`src/rtl/lslf_pkg.sv`:
```
// Shared types and constants for the least-squares line fit core.
// No dependencies; every other file in rtl/ imports this package.
package lslf_pkg;

  // Field widths of the request and response beats.
  localparam int XW     = 16;
  localparam int YW     = 32;
  localparam int OW     = 32;
  localparam int KIND_W = 2;
  localparam int STAT_W = 2;

  localparam int MAX_POINTS_DEF = 1024;

  // Saturation limits of a signed 32-bit integer (Q32.0) result.
  localparam logic signed [OW-1:0] Q_MAX = {1'b0, {(OW-1){1'b1}}};
  localparam logic signed [OW-1:0] Q_MIN = {1'b1, {(OW-1){1'b0}}};

  typedef enum logic [KIND_W-1:0] {
    KIND_ADD     = 2'd0,
    KIND_FIT     = 2'd1,
    KIND_PREDICT = 2'd2
  } kind_e;

  typedef enum logic [STAT_W-1:0] {
    STAT_OK   = 2'd0,
    STAT_FEW  = 2'd1,
    STAT_FLAT = 2'd2,
    STAT_FULL = 2'd3
  } status_e;

  typedef enum logic [2:0] {
    ST_IDLE,
    ST_LOAD,
    ST_MUL,
    ST_ABS,
    ST_DIV,
    ST_FIN
  } state_e;

  // Products formed one after another by the serial multiplier.
  typedef enum logic [2:0] {
    PR_N_SXX,
    PR_SX_SX,
    PR_N_SXY,
    PR_SX_SY,
    PR_SXX_SY,
    PR_SX_SXY
  } prod_e;

endpackage

```
`src/rtl/lslf_if.sv`:
```
// Valid/ready channel interfaces for the request and response beats.
// Depends on lslf_pkg for the field widths.
interface lslf_in_if import lslf_pkg::*; ();
  logic                     valid;
  logic                     ready;
  logic        [KIND_W-1:0] kind;
  logic signed [XW-1:0]     x_value;
  logic signed [YW-1:0]     y_value;

  modport source (output valid, kind, x_value, y_value, input ready);
  modport sink (input valid, kind, x_value, y_value, output ready);
endinterface

interface lslf_out_if import lslf_pkg::*; ();
  logic                     valid;
  logic                     ready;
  logic        [STAT_W-1:0] status;
  logic signed [OW-1:0]     slope;
  logic signed [OW-1:0]     intercept;
  logic signed [OW-1:0]     predicted;

  modport source (output valid, status, slope, intercept, predicted, input ready);
  modport sink (input valid, status, slope, intercept, predicted, output ready);
endinterface

```
`src/rtl/least_squares_line_fit_core.sv`:
```
// Least-squares line fit: running sums, serial multiplier and serial divider.
// Depends on lslf_pkg and the channel interfaces in lslf_if.sv.
//
//   channel  dir  beat contents                          handshake
//   req_i    in   kind, x_value, y_value                 valid/ready
//   rsp_o    out  status, slope, intercept, predicted    valid/ready
//
// Add, predict and the unused kind are handled as the request is taken; the
// response sits in the output register from the next cycle on, and a new
// request is taken while it is being drained. A calculate walks six products
// through a shift-add multiplier (one multiplier bit per cycle) and two
// quotients through a restoring divider (one quotient bit per cycle). Too few
// points answers at once, all x equal after the first two products. Reset
// clears the sums and the fit.
// While a calculate runs, or while an undrained response blocks, ready is low.
module least_squares_line_fit_core
  import lslf_pkg::*;
#(
  parameter int MAX_POINTS = MAX_POINTS_DEF
) (
  input  logic        clk_i,
  input  logic        rst_ni,
  lslf_in_if.sink     req_i,
  lslf_out_if.source  rsp_o
);

  localparam int LOG_W  = $clog2(MAX_POINTS);
  localparam int CNT_W  = $clog2(MAX_POINTS + 1);
  localparam int SX_W   = XW + 1 + LOG_W;
  localparam int SY_W   = YW + LOG_W;
  localparam int SXY_W  = XW + YW + LOG_W;
  localparam int SXX_W  = 2 * XW - 1 + LOG_W;
  localparam int A_W    = SXY_W;
  localparam int B_W    = SY_W;
  localparam int NUM_W  = A_W + B_W + 1;
  localparam int D_W    = CNT_W + SXX_W;
  localparam int STEP_W = $clog2(NUM_W);
  localparam int PW     = XW + YW;

  localparam logic [OW+1:0] NEG_LIM = (OW + 2)'(1) << (OW - 1);

  // Architectural state. The sum of squares never goes negative, so it is
  // kept unsigned to use its top bit.
  logic        [CNT_W-1:0] cnt_q, cnt_d;
  logic signed [SX_W-1:0]  sx_q, sx_d;
  logic signed [SY_W-1:0]  sy_q, sy_d;
  logic signed [SXY_W-1:0] sxy_q, sxy_d;
  logic        [SXX_W-1:0] sxx_q, sxx_d;
  logic signed [OW-1:0]    slope_q, slope_d;
  logic signed [OW-1:0]    icpt_q, icpt_d;
  logic                    fit_ok_q, fit_ok_d;

  // Sequencer.
  state_e                  state_q, state_d;
  prod_e                   prod_q, prod_d;
  logic        [STEP_W-1:0] step_q, step_d;

  // Serial multiplier and divider datapath.
  logic signed [A_W:0]     hi_q, hi_d;
  logic        [B_W-1:0]   lo_q, lo_d;
  logic signed [NUM_W-1:0] acc_q, acc_d;
  logic        [D_W-1:0]   den_q, den_d;
  logic        [D_W-1:0]   rem_q, rem_d;
  logic        [OW:0]      quo_q, quo_d;
  logic                    ovf_q, ovf_d;
  logic                    neg_q, neg_d;

  // Output register.
  logic                    out_vld_q, out_vld_d;
  status_e                 out_stat_q, out_stat_d;
  logic signed [OW-1:0]    out_slope_q, out_slope_d;
  logic signed [OW-1:0]    out_icpt_q, out_icpt_d;
  logic signed [OW-1:0]    out_pred_q, out_pred_d;

  logic                    in_fire;
  logic signed [YW-1:0]    mul_y;
  logic signed [PW-1:0]    xy;
  logic signed [2*XW-1:0]  xx;
  logic signed [PW:0]      pred_sum;
  logic        [PW-OW+1:0] pred_top;
  logic signed [OW-1:0]    pred_res;

  logic signed [A_W-1:0]   mul_a;
  logic signed [B_W-1:0]   mul_b;
  logic signed [A_W:0]     a_ext;
  logic signed [A_W:0]     addend;
  logic signed [A_W:0]     psum;
  logic signed [NUM_W-1:0] prod_full;
  logic signed [NUM_W-1:0] diff;
  logic                    den_bad;
  logic                    mul_last;

  logic        [D_W:0]     r2;
  logic        [D_W:0]     rsub;
  logic                    ge;
  logic                    div_last;
  logic        [OW+1:0]    rnd;
  logic signed [OW-1:0]    fin_res;

  assign in_fire     = req_i.valid && req_i.ready;
  assign req_i.ready = (state_q == ST_IDLE) && (!out_vld_q || rsp_o.ready);

  assign rsp_o.valid     = out_vld_q;
  assign rsp_o.status    = out_stat_q;
  assign rsp_o.slope     = out_slope_q;
  assign rsp_o.intercept = out_icpt_q;
  assign rsp_o.predicted = out_pred_q;

  // One short multiplier serves both x*y on an add and slope*x on a predict.
  assign mul_y    = (req_i.kind == KIND_ADD) ? req_i.y_value : slope_q;
  assign xy       = req_i.x_value * mul_y;
  assign xx       = req_i.x_value * req_i.x_value;
  assign pred_sum = xy + icpt_q;
  assign pred_top = pred_sum[PW:OW-1];

  always_comb begin
    if ((&pred_top) || !(|pred_top)) begin
      pred_res = pred_sum[OW-1:0];
    end else if (pred_sum[PW]) begin
      pred_res = Q_MIN;
    end else begin
      pred_res = Q_MAX;
    end
  end

  // Operands of the current product; the sums stay still during a calculate.
  always_comb begin
    case (prod_q)
      PR_N_SXX: begin
        mul_a = A_W'(sxx_q);
        mul_b = B_W'({1'b0, cnt_q});
      end
      PR_SX_SX: begin
        mul_a = A_W'(sx_q);
        mul_b = B_W'(sx_q);
      end
      PR_N_SXY: begin
        mul_a = sxy_q;
        mul_b = B_W'({1'b0, cnt_q});
      end
      PR_SX_SY: begin
        mul_a = A_W'(sy_q);
        mul_b = B_W'(sx_q);
      end
      PR_SXX_SY: begin
        mul_a = A_W'(sxx_q);
        mul_b = sy_q;
      end
      PR_SX_SXY: begin
        mul_a = sxy_q;
        mul_b = B_W'(sx_q);
      end
      default: begin
        mul_a = '0;
        mul_b = '0;
      end
    endcase
  end

  // Shift-add step; the multiplier's sign bit carries negative weight, so the
  // last step subtracts the multiplicand.
  assign mul_last  = (step_q == STEP_W'(B_W - 1));
  assign a_ext     = (A_W + 1)'(mul_a);
  assign addend    = lo_q[0] ? (mul_last ? -a_ext : a_ext) : '0;
  assign psum      = hi_q + addend;
  assign prod_full = {psum[A_W], psum, lo_q[B_W-1:1]};
  assign diff      = acc_q - prod_full;
  assign den_bad   = diff[NUM_W-1] || (diff == '0);

  // Restoring division step on the magnitude shifted out of acc_q.
  assign div_last = (step_q == STEP_W'(NUM_W - 1));
  assign r2       = {rem_q, acc_q[NUM_W-1]};
  assign rsub     = r2 - {1'b0, den_q};
  assign ge       = (r2 >= {1'b0, den_q});

  // Floor rounding: a negative quotient with a remainder moves one further down.
  assign rnd = {1'b0, quo_q} + (OW + 2)'(rem_q != '0);

  always_comb begin
    if (neg_q) begin
      if (ovf_q || (rnd > NEG_LIM)) begin
        fin_res = Q_MIN;
      end else begin
        fin_res = -rnd[OW-1:0];
      end
    end else begin
      if (ovf_q || quo_q[OW] || quo_q[OW-1]) begin
        fin_res = Q_MAX;
      end else begin
        fin_res = quo_q[OW-1:0];
      end
    end
  end

  // Next state.
  always_comb begin
    state_d = state_q;
    case (state_q)
      ST_IDLE: begin
        if (in_fire && (req_i.kind == KIND_FIT) && (cnt_q >= CNT_W'(2))) begin
          state_d = ST_LOAD;
        end
      end
      ST_LOAD: state_d = ST_MUL;
      ST_MUL: begin
        if (mul_last) begin
          case (prod_q)
            PR_SX_SX:  state_d = den_bad ? ST_IDLE : ST_LOAD;
            PR_SX_SY:  state_d = ST_ABS;
            PR_SX_SXY: state_d = ST_ABS;
            default:   state_d = ST_LOAD;
          endcase
        end
      end
      ST_ABS: state_d = ST_DIV;
      ST_DIV: begin
        if (div_last) begin
          state_d = ST_FIN;
        end
      end
      ST_FIN:  state_d = (prod_q == PR_SX_SY) ? ST_LOAD : ST_IDLE;
      default: state_d = ST_IDLE;
    endcase
  end

  // Datapath and output register updates.
  always_comb begin
    cnt_d       = cnt_q;
    sx_d        = sx_q;
    sy_d        = sy_q;
    sxy_d       = sxy_q;
    sxx_d       = sxx_q;
    slope_d     = slope_q;
    icpt_d      = icpt_q;
    fit_ok_d    = fit_ok_q;
    prod_d      = prod_q;
    step_d      = step_q;
    hi_d        = hi_q;
    lo_d        = lo_q;
    acc_d       = acc_q;
    den_d       = den_q;
    rem_d       = rem_q;
    quo_d       = quo_q;
    ovf_d       = ovf_q;
    neg_d       = neg_q;
    out_vld_d   = out_vld_q && !rsp_o.ready;
    out_stat_d  = out_stat_q;
    out_slope_d = out_slope_q;
    out_icpt_d  = out_icpt_q;
    out_pred_d  = out_pred_q;

    case (state_q)
      ST_IDLE: begin
        if (in_fire) begin
          out_vld_d   = 1'b1;
          out_stat_d  = STAT_OK;
          out_slope_d = '0;
          out_icpt_d  = '0;
          out_pred_d  = '0;
          case (req_i.kind)
            KIND_ADD: begin
              if (cnt_q >= CNT_W'(MAX_POINTS)) begin
                out_stat_d = STAT_FULL;
              end else begin
                cnt_d    = cnt_q + CNT_W'(1);
                sx_d     = sx_q + SX_W'(req_i.x_value);
                sy_d     = sy_q + SY_W'(req_i.y_value);
                sxy_d    = sxy_q + SXY_W'(xy);
                sxx_d    = sxx_q + SXX_W'(xx);
                fit_ok_d = 1'b0;
              end
            end
            KIND_FIT: begin
              if (cnt_q < CNT_W'(2)) begin
                out_stat_d = STAT_FEW;
              end else begin
                out_vld_d = 1'b0;
                prod_d    = PR_N_SXX;
              end
            end
            KIND_PREDICT: begin
              if (fit_ok_q) begin
                out_pred_d = pred_res;
              end else begin
                out_stat_d = STAT_FEW;
              end
            end
            default: begin
              out_stat_d = STAT_OK;
            end
          endcase
        end
      end
      ST_LOAD: begin
        hi_d   = '0;
        lo_d   = mul_b;
        step_d = '0;
      end
      ST_MUL: begin
        hi_d   = prod_full[NUM_W-1:B_W];
        lo_d   = prod_full[B_W-1:0];
        step_d = step_q + STEP_W'(1);
        if (mul_last) begin
          case (prod_q)
            PR_N_SXX: begin
              acc_d  = prod_full;
              prod_d = PR_SX_SX;
            end
            PR_SX_SX: begin
              den_d  = diff[D_W-1:0];
              prod_d = PR_N_SXY;
              if (den_bad) begin
                out_vld_d   = 1'b1;
                out_stat_d  = STAT_FLAT;
                out_slope_d = '0;
                out_icpt_d  = '0;
                out_pred_d  = '0;
              end
            end
            PR_N_SXY: begin
              acc_d  = prod_full;
              prod_d = PR_SX_SY;
            end
            PR_SXX_SY: begin
              acc_d  = prod_full;
              prod_d = PR_SX_SXY;
            end
            default: begin
              acc_d = diff;
            end
          endcase
        end
      end
      ST_ABS: begin
        neg_d  = acc_q[NUM_W-1];
        acc_d  = acc_q[NUM_W-1] ? -acc_q : acc_q;
        rem_d  = '0;
        quo_d  = '0;
        ovf_d  = 1'b0;
        step_d = '0;
      end
      ST_DIV: begin
        acc_d  = acc_q <<< 1;
        rem_d  = ge ? rsub[D_W-1:0] : r2[D_W-1:0];
        quo_d  = {quo_q[OW-1:0], ge};
        ovf_d  = ovf_q || quo_q[OW];
        step_d = step_q + STEP_W'(1);
      end
      ST_FIN: begin
        if (prod_q == PR_SX_SY) begin
          slope_d = fin_res;
          prod_d  = PR_SXX_SY;
        end else begin
          icpt_d      = fin_res;
          fit_ok_d    = 1'b1;
          out_vld_d   = 1'b1;
          out_stat_d  = STAT_OK;
          out_slope_d = slope_q;
          out_icpt_d  = fin_res;
          out_pred_d  = '0;
        end
      end
      default: begin
        out_vld_d = out_vld_q && !rsp_o.ready;
      end
    endcase
  end

  always_ff @(posedge clk_i or negedge rst_ni) begin
    if (!rst_ni) begin
      cnt_q     <= '0;
      sx_q      <= '0;
      sy_q      <= '0;
      sxy_q     <= '0;
      sxx_q     <= '0;
      slope_q   <= '0;
      icpt_q    <= '0;
      fit_ok_q  <= 1'b0;
      state_q   <= ST_IDLE;
      prod_q    <= PR_N_SXX;
      step_q    <= '0;
      out_vld_q <= 1'b0;
    end else begin
      cnt_q     <= cnt_d;
      sx_q      <= sx_d;
      sy_q      <= sy_d;
      sxy_q     <= sxy_d;
      sxx_q     <= sxx_d;
      slope_q   <= slope_d;
      icpt_q    <= icpt_d;
      fit_ok_q  <= fit_ok_d;
      state_q   <= state_d;
      prod_q    <= prod_d;
      step_q    <= step_d;
      out_vld_q <= out_vld_d;
    end
  end

  always_ff @(posedge clk_i) begin
    hi_q        <= hi_d;
    lo_q        <= lo_d;
    acc_q       <= acc_d;
    den_q       <= den_d;
    rem_q       <= rem_d;
    quo_q       <= quo_d;
    ovf_q       <= ovf_d;
    neg_q       <= neg_d;
    out_stat_q  <= out_stat_d;
    out_slope_q <= out_slope_d;
    out_icpt_q  <= out_icpt_d;
    out_pred_q  <= out_pred_d;
  end

  // A calculate in flight must hold off new requests.
  assert property (@(posedge clk_i) disable iff (!rst_ni)
    (state_q != ST_IDLE) |-> !req_i.ready)
    else $error("request taken while a calculate is in flight");

  // The divider keeps its partial remainder below a nonzero divisor.
  assert property (@(posedge clk_i) disable iff (!rst_ni)
    (state_q == ST_DIV) |-> ((den_q != '0) && (rem_q < den_q)))
    else $error("divider remainder out of range");

  // A new fit always comes with a successful response beat.
  assert property (@(posedge clk_i) disable iff (!rst_ni)
    $rose(fit_ok_q) |-> (rsp_o.valid && (rsp_o.status == STAT_OK)))
    else $error("fit marked valid without a response");

  // The point count never passes the store size.
  assert property (@(posedge clk_i) disable iff (!rst_ni)
    cnt_q <= CNT_W'(MAX_POINTS))
    else $error("point count beyond store size");

endmodule
```
`src/flat_wrapper.sv`:
```
// flat-port wrapper written by rule: the top's interface ports become plain ports
module least_squares_line_fit_core_flat import lslf_pkg::*;
#(
  parameter int MAX_POINTS = MAX_POINTS_DEF
)
  (clk_i, rst_ni, req_i_valid, req_i_kind, req_i_x_value, req_i_y_value, req_i_ready, rsp_o_valid, rsp_o_status, rsp_o_slope, rsp_o_intercept, rsp_o_predicted, rsp_o_ready);
  lslf_in_if req_i_i ();
  lslf_out_if rsp_o_i ();
  input  logic clk_i;
  input  logic rst_ni;
  input wire logic [$bits(req_i_i.valid)-1:0] req_i_valid;
  input wire logic [$bits(req_i_i.kind)-1:0] req_i_kind;
  input wire logic [$bits(req_i_i.x_value)-1:0] req_i_x_value;
  input wire logic [$bits(req_i_i.y_value)-1:0] req_i_y_value;
  output wire logic [$bits(req_i_i.ready)-1:0] req_i_ready;
  output wire logic [$bits(rsp_o_i.valid)-1:0] rsp_o_valid;
  output wire logic [$bits(rsp_o_i.status)-1:0] rsp_o_status;
  output wire logic [$bits(rsp_o_i.slope)-1:0] rsp_o_slope;
  output wire logic [$bits(rsp_o_i.intercept)-1:0] rsp_o_intercept;
  output wire logic [$bits(rsp_o_i.predicted)-1:0] rsp_o_predicted;
  input wire logic [$bits(rsp_o_i.ready)-1:0] rsp_o_ready;
  assign req_i_i.valid = req_i_valid;
  assign req_i_i.kind = req_i_kind;
  assign req_i_i.x_value = req_i_x_value;
  assign req_i_i.y_value = req_i_y_value;
  assign req_i_ready = req_i_i.ready;
  assign rsp_o_valid = rsp_o_i.valid;
  assign rsp_o_status = rsp_o_i.status;
  assign rsp_o_slope = rsp_o_i.slope;
  assign rsp_o_intercept = rsp_o_i.intercept;
  assign rsp_o_predicted = rsp_o_i.predicted;
  assign rsp_o_i.ready = rsp_o_ready;
  least_squares_line_fit_core #(.MAX_POINTS(MAX_POINTS)) u_core (.clk_i(clk_i), .rst_ni(rst_ni), .req_i(req_i_i), .rsp_o(rsp_o_i));
endmodule
```
`config.mk`:
```
export PLATFORM = sky130hd
export DESIGN_NAME = least_squares_line_fit_core_flat
export DESIGN_NICKNAME = d
export VERILOG_FILES = /design/src/rtl/lslf_pkg.sv /design/src/rtl/lslf_if.sv /design/src/rtl/least_squares_line_fit_core.sv /design/src/flat_wrapper.sv
export SDC_FILE = /design/constraint.sdc
export NUM_CORES = 2
export LEC_CHECK = 0
export BUFFER_PORTS_ARGS = -buffer_cell sky130_fd_sc_hd__clkbuf_2
export CORE_MARGIN = 3
export CORE_UTILIZATION = 56
export DETAILED_ROUTE_END_ITERATION = 6
export GPL_ROUTABILITY_DRIVEN = 0
export PLACE_DENSITY = 0.83
export SYNTH_ARGS = -nofsm -noshare
export SYNTH_HDL_FRONTEND = slang
export SYNTH_SLANG_ARGS = --single-unit
export TNS_END_PERCENT = 30
```
`constraint.sdc`:
```
create_clock -name clk_i -period 20.9 [get_ports clk_i]
set_input_delay 1.045 -clock clk_i [delete_from_list [all_inputs] [get_ports clk_i]]
set_output_delay 1.045 -clock clk_i [all_outputs]
set_load 0.02 [all_outputs]
```
==> summary by stage <==
CTS
Counting along the longest clock path gives a buffer depth of 3. The master cell of the clock root buffer is sky130_fd_sc_hd__clkbuf_16. The clock slew at the register clock pins of the worst setup and hold paths is roughly 0.070 ns.

TritonCTS built the clock tree. Clock latency on the worst-skew pair, taken at its later pin, is approximately 0.72 ns. The H-tree was split into 3 levels. In this run, post-CTS hold repair placed 0 buffers. Clock tree synthesis inserted a total of 80 buffers. The buffer count from post-CTS setup fixing is 0. Gates resized during post-CTS repair numbered 0. The clock sink total is just under 700.

Flow run
The max-capacitance violation count is 0.

Timing
The relative slew slack is 1.97%. The period utilization is between 60% and 70%. The fmax is 69.6 MHz. The count of endpoints failing setup in the final report is 0. The max-slew violation count is 0. Setup repair after global routing left no endpoint under its margin. The minimum clock period after layout is around 14 ns. After routing, the total negative slack on setup checks comes to 0 ns. The final clock skew is approximately 0.09 ns. The final number of hold-violating endpoints is 0.

For the pin with the worst max-slew slack, the measured transition is about 1.5 ns.

Synthesis
Yosys attributes the largest share of cell area to sky130_fd_sc_hd__fa_1 (18%), sky130_fd_sc_hd__edfxtp_1 (16%), sky130_fd_sc_hd__ha_1 (9.3%). Sorting the synthesized cells by how often they occur yields sky130_fd_sc_hd__nand2_1 (1,137), sky130_fd_sc_hd__inv_1 (1,112), sky130_fd_sc_hd__nor2_1 (756). In this run, synthesis inferred between 400 and 500 flip-flops with an integrated enable. The average instance area after synthesis is between 8 and 9 um^2. The total standard cell area after synthesis is 0.0832 mm^2. After technology mapping, the gate count stands at 9,673. The most used flip-flop cell after synthesis is sky130_fd_sc_hd__edfxtp_1. Summed over all instances, the cell type with the most area after synthesis is sky130_fd_sc_hd__fa_1. Counting every net in the synthesized netlist gives roughly 11,000.

The total of warnings raised by yosys is 0. In this run, distinct cell masters in the synthesized netlist total 99. The most instantiated library cell after synthesis is sky130_fd_sc_hd__nand2_1. In this run, synthesis produced a sequential element count of 696. For this run, the register share of the synthesized area comes to a little under a quarter. The post-synthesis async set-or-reset flop share is 37.1%. The share of synthesized area in the top cell type comes to 17.6%.

Critical path
The cell occurring most often along the worst timing path is sky130_fd_sc_hd__nand2_1. The family of cells with the greatest summed delay on the critical path is simple AND/OR/NAND/NOR gates. The worst endpoint data arrival time is 14.68 ns. The worst endpoint required time is 21.21 ns. The highest fanout seen on the critical path is between 60 and 70. For this design, the slowest cell found on the critical path is sky130_fd_sc_hd__dfrtp_1.

The maximum single-stage delay on the critical path is 0.96 ns. The type of the worst setup path is reg -> reg. STA classifies the critical path startpoint as a flip-flop.

The worst setup path is captured at a flip-flop. Together, buffers and inverters on the worst path number 4.

Floorplan
The die extent in y is 391 um. The floorplan has 140 rows. Pin placement for this block handled 154 I/O pins. The area of the core is 0.147 mm^2. The floorplan step defined a die boundary enclosing about 0.15 mm^2. The width of the die is around 390 um. The initial utilization of the core area, before any placement, comes to approximately 57%.

GRT
Entering global routing, the biggest net connects 159 pins. The global-route wire length before repair is roughly 400 mm. In the global route stage, overall resource usage came out at 33.4%. Global routing finished with a remaining overflow of 0. The initial antenna violation count is 14. The number of global-route vias before repair came to ~73,000.

Status
The final reports fail on design-rule violations. The flow ran to the end, but the final reports show violations.

Routing
The initial DRC count is about 9,600. In the routed layout, each cell is associated on average with a via count of approximately 6.4. After detailed routing, the total wire length is roughly 260 mm. In the routed design, unresolved DRC markers number 33. After detailed routing, the average wire length per cell comes to about 22 um. The number of routed nets with antenna violations is 0. The total number of vias is 74,200. For this run, the detailed router's first-pass iteration total came to 7.

Layout
After the last flow step, the layout net total stands at about 11,000. The area growth from synthesis to layout is 6.13%. In the final layout, the share of cells above drive strength 1 is 5.19%.

Counting the fill cells in the layout gives 11,800.

Place
The quantity of I/O buffers inserted on ports is 153. The post-DP HPWL is 200 mm.

Worst hold path
The path class of the tightest hold or removal check is in -> async.
## final timing paths
kind / start / endpoint / slack, ns / cells after the start
worst max register to register: u_core.prod_q[0]$_DFFE_PN0P_ / u_core.rsp_o.predicted[2]$_SDFFCE_PP0P_ / 6.53 / 44
min in group clk_i: u_core.slope_q[27]$_DFFE_PN0P_ / u_core.slope_q[27]$_DFFE_PN0P_ / 0.50 / 2
worst min-delay path: rst_ni / u_core.slope_q[19]$_DFFE_PN0P_ / 0.38 / 1
max in group asynchronous: rst_ni / u_core.prod_q[1]$_DFFE_PN0P_ / 18.93 / 2
worst max-delay path: u_core.prod_q[0]$_DFFE_PN0P_ / u_core.rsp_o.predicted[2]$_SDFFCE_PP0P_ / 6.53 / 44
worst min register to register: u_core.slope_q[27]$_DFFE_PN0P_ / u_core.slope_q[27]$_DFFE_PN0P_ / 0.50 / 2
## layout by cell type (no fill, tap or decap), drive strengths merged, types with 51 or more instances in the layout
| cell | synthesis | layout |
|---|---|---|
| nor2 | 756 | 756 |
| and3 | 123 | 123 |
| a31oi | 66 | 66 |
| dfrtp | 258 | 258 |
| a22oi | 86 | 86 |
| edfxtp | 438 | 438 |
| ha | 619 | 619 |
| nand4 | 59 | 59 |
| nand2 | 1137 | 1137 |
| clkbuf | 405 | 257 |
| buf | 32 | 73 |
| o21ai | 683 | 683 |
| nor2b | 69 | 69 |
| xnor2 | 400 | 400 |
| nand3 | 134 | 134 |
| nor3 | 124 | 124 |
| a21oi | 612 | 612 |
| or3 | 77 | 77 |
| a21o | 224 | 224 |
| o21a | 52 | 52 |
| nor4 | 61 | 61 |
| inv | 1112 | 1117 |
| xor2 | 231 | 231 |
| o21bai | 77 | 77 |
| mux2i | 90 | 90 |
| fa | 731 | 731 |
| nand2b | 106 | 106 |
| o22ai | 51 | 51 |
| and2 | 211 | 211 |
## registers in the layout (all words and copies together) (netlist names), 32 cells and up
name and flops:
u_core.quo_q 33, u_core.acc_q 101, u_core.icpt_q 32, u_core.rsp_o.intercept 32, u_core.rsp_o.predicted 32, u_core.lo_q 42, u_core.den_q 52, u_core.slope_q 32
u_core.hi_q 58, u_core.sxx_q 41, u_core.sxy_q 58, u_core.sy_q 42, u_core.rem_q 52, u_core.rsp_o.slope 32
## metal layers
layer | global-route usage, % | up-vias | wire length, um
li1 | - | 32700 | -
met3 | 9.55 | 1175 | 34000
met1 | 41.5 | 35500 | 92400
met5 | 0 | - | 67
met2 | 51.7 | 4729 | 114000
met4 | 20.1 | 10 | 18600
## cells by family (layout without fill, tap and decap cells)
family | count (synthesis) | after routing | synth area share, %
and+or+nand+nor | 2975 | 2975 | 16.5
AOI/OAI and AO/OA | 2313 | 2313 | 17.4
buffers and inverters | 1558 | 1495 | 7.04
other | 0 | 10 | 0
muxes | 130 | 130 | 1.62
adders and majority gates | 1365 | 1365 | 27.1
xor gates and xnor gates | 636 | 636 | 6.79
DFF | 696 | 696 | 23.6
## stage by stage
stage                     setup slack [ns]  cells  cell area [um^2]  util [%]  hold WS, ns
after detailed placement              7.11  11400             85400      58.3        0.483
after CTS                             7.03  11500             88300      60.2        0.418
final                                 6.53  11500             88300      60.2        0.384
after global routing                  5.89  11500             88300      60.2        0.451
after floorplan                       6.15   9673             83200         -        0.445
after global placement                7.18  11400             85400      58.3        0.481
## area by class of cell
class / instances / area (um^2) / area share [%]
tap: 1917 / 2400 / 2.72
sequential: 696 / 19600 / 22.2
clock buffer: 104 / 2260 / 2.56
clock inverter: 44 / 604 / 0.684
antenna: 10 / 25.0 / 0.0283
inverter: 1121 / 4210 / 4.76
multi-input combinational: 7419 / 57900 / 65.5
timing repair buffer: 226 / 1340 / 1.51
Power is not shown: default switching activity piles up to over one toggle a cycle in this logic, so the estimate is an artifact.
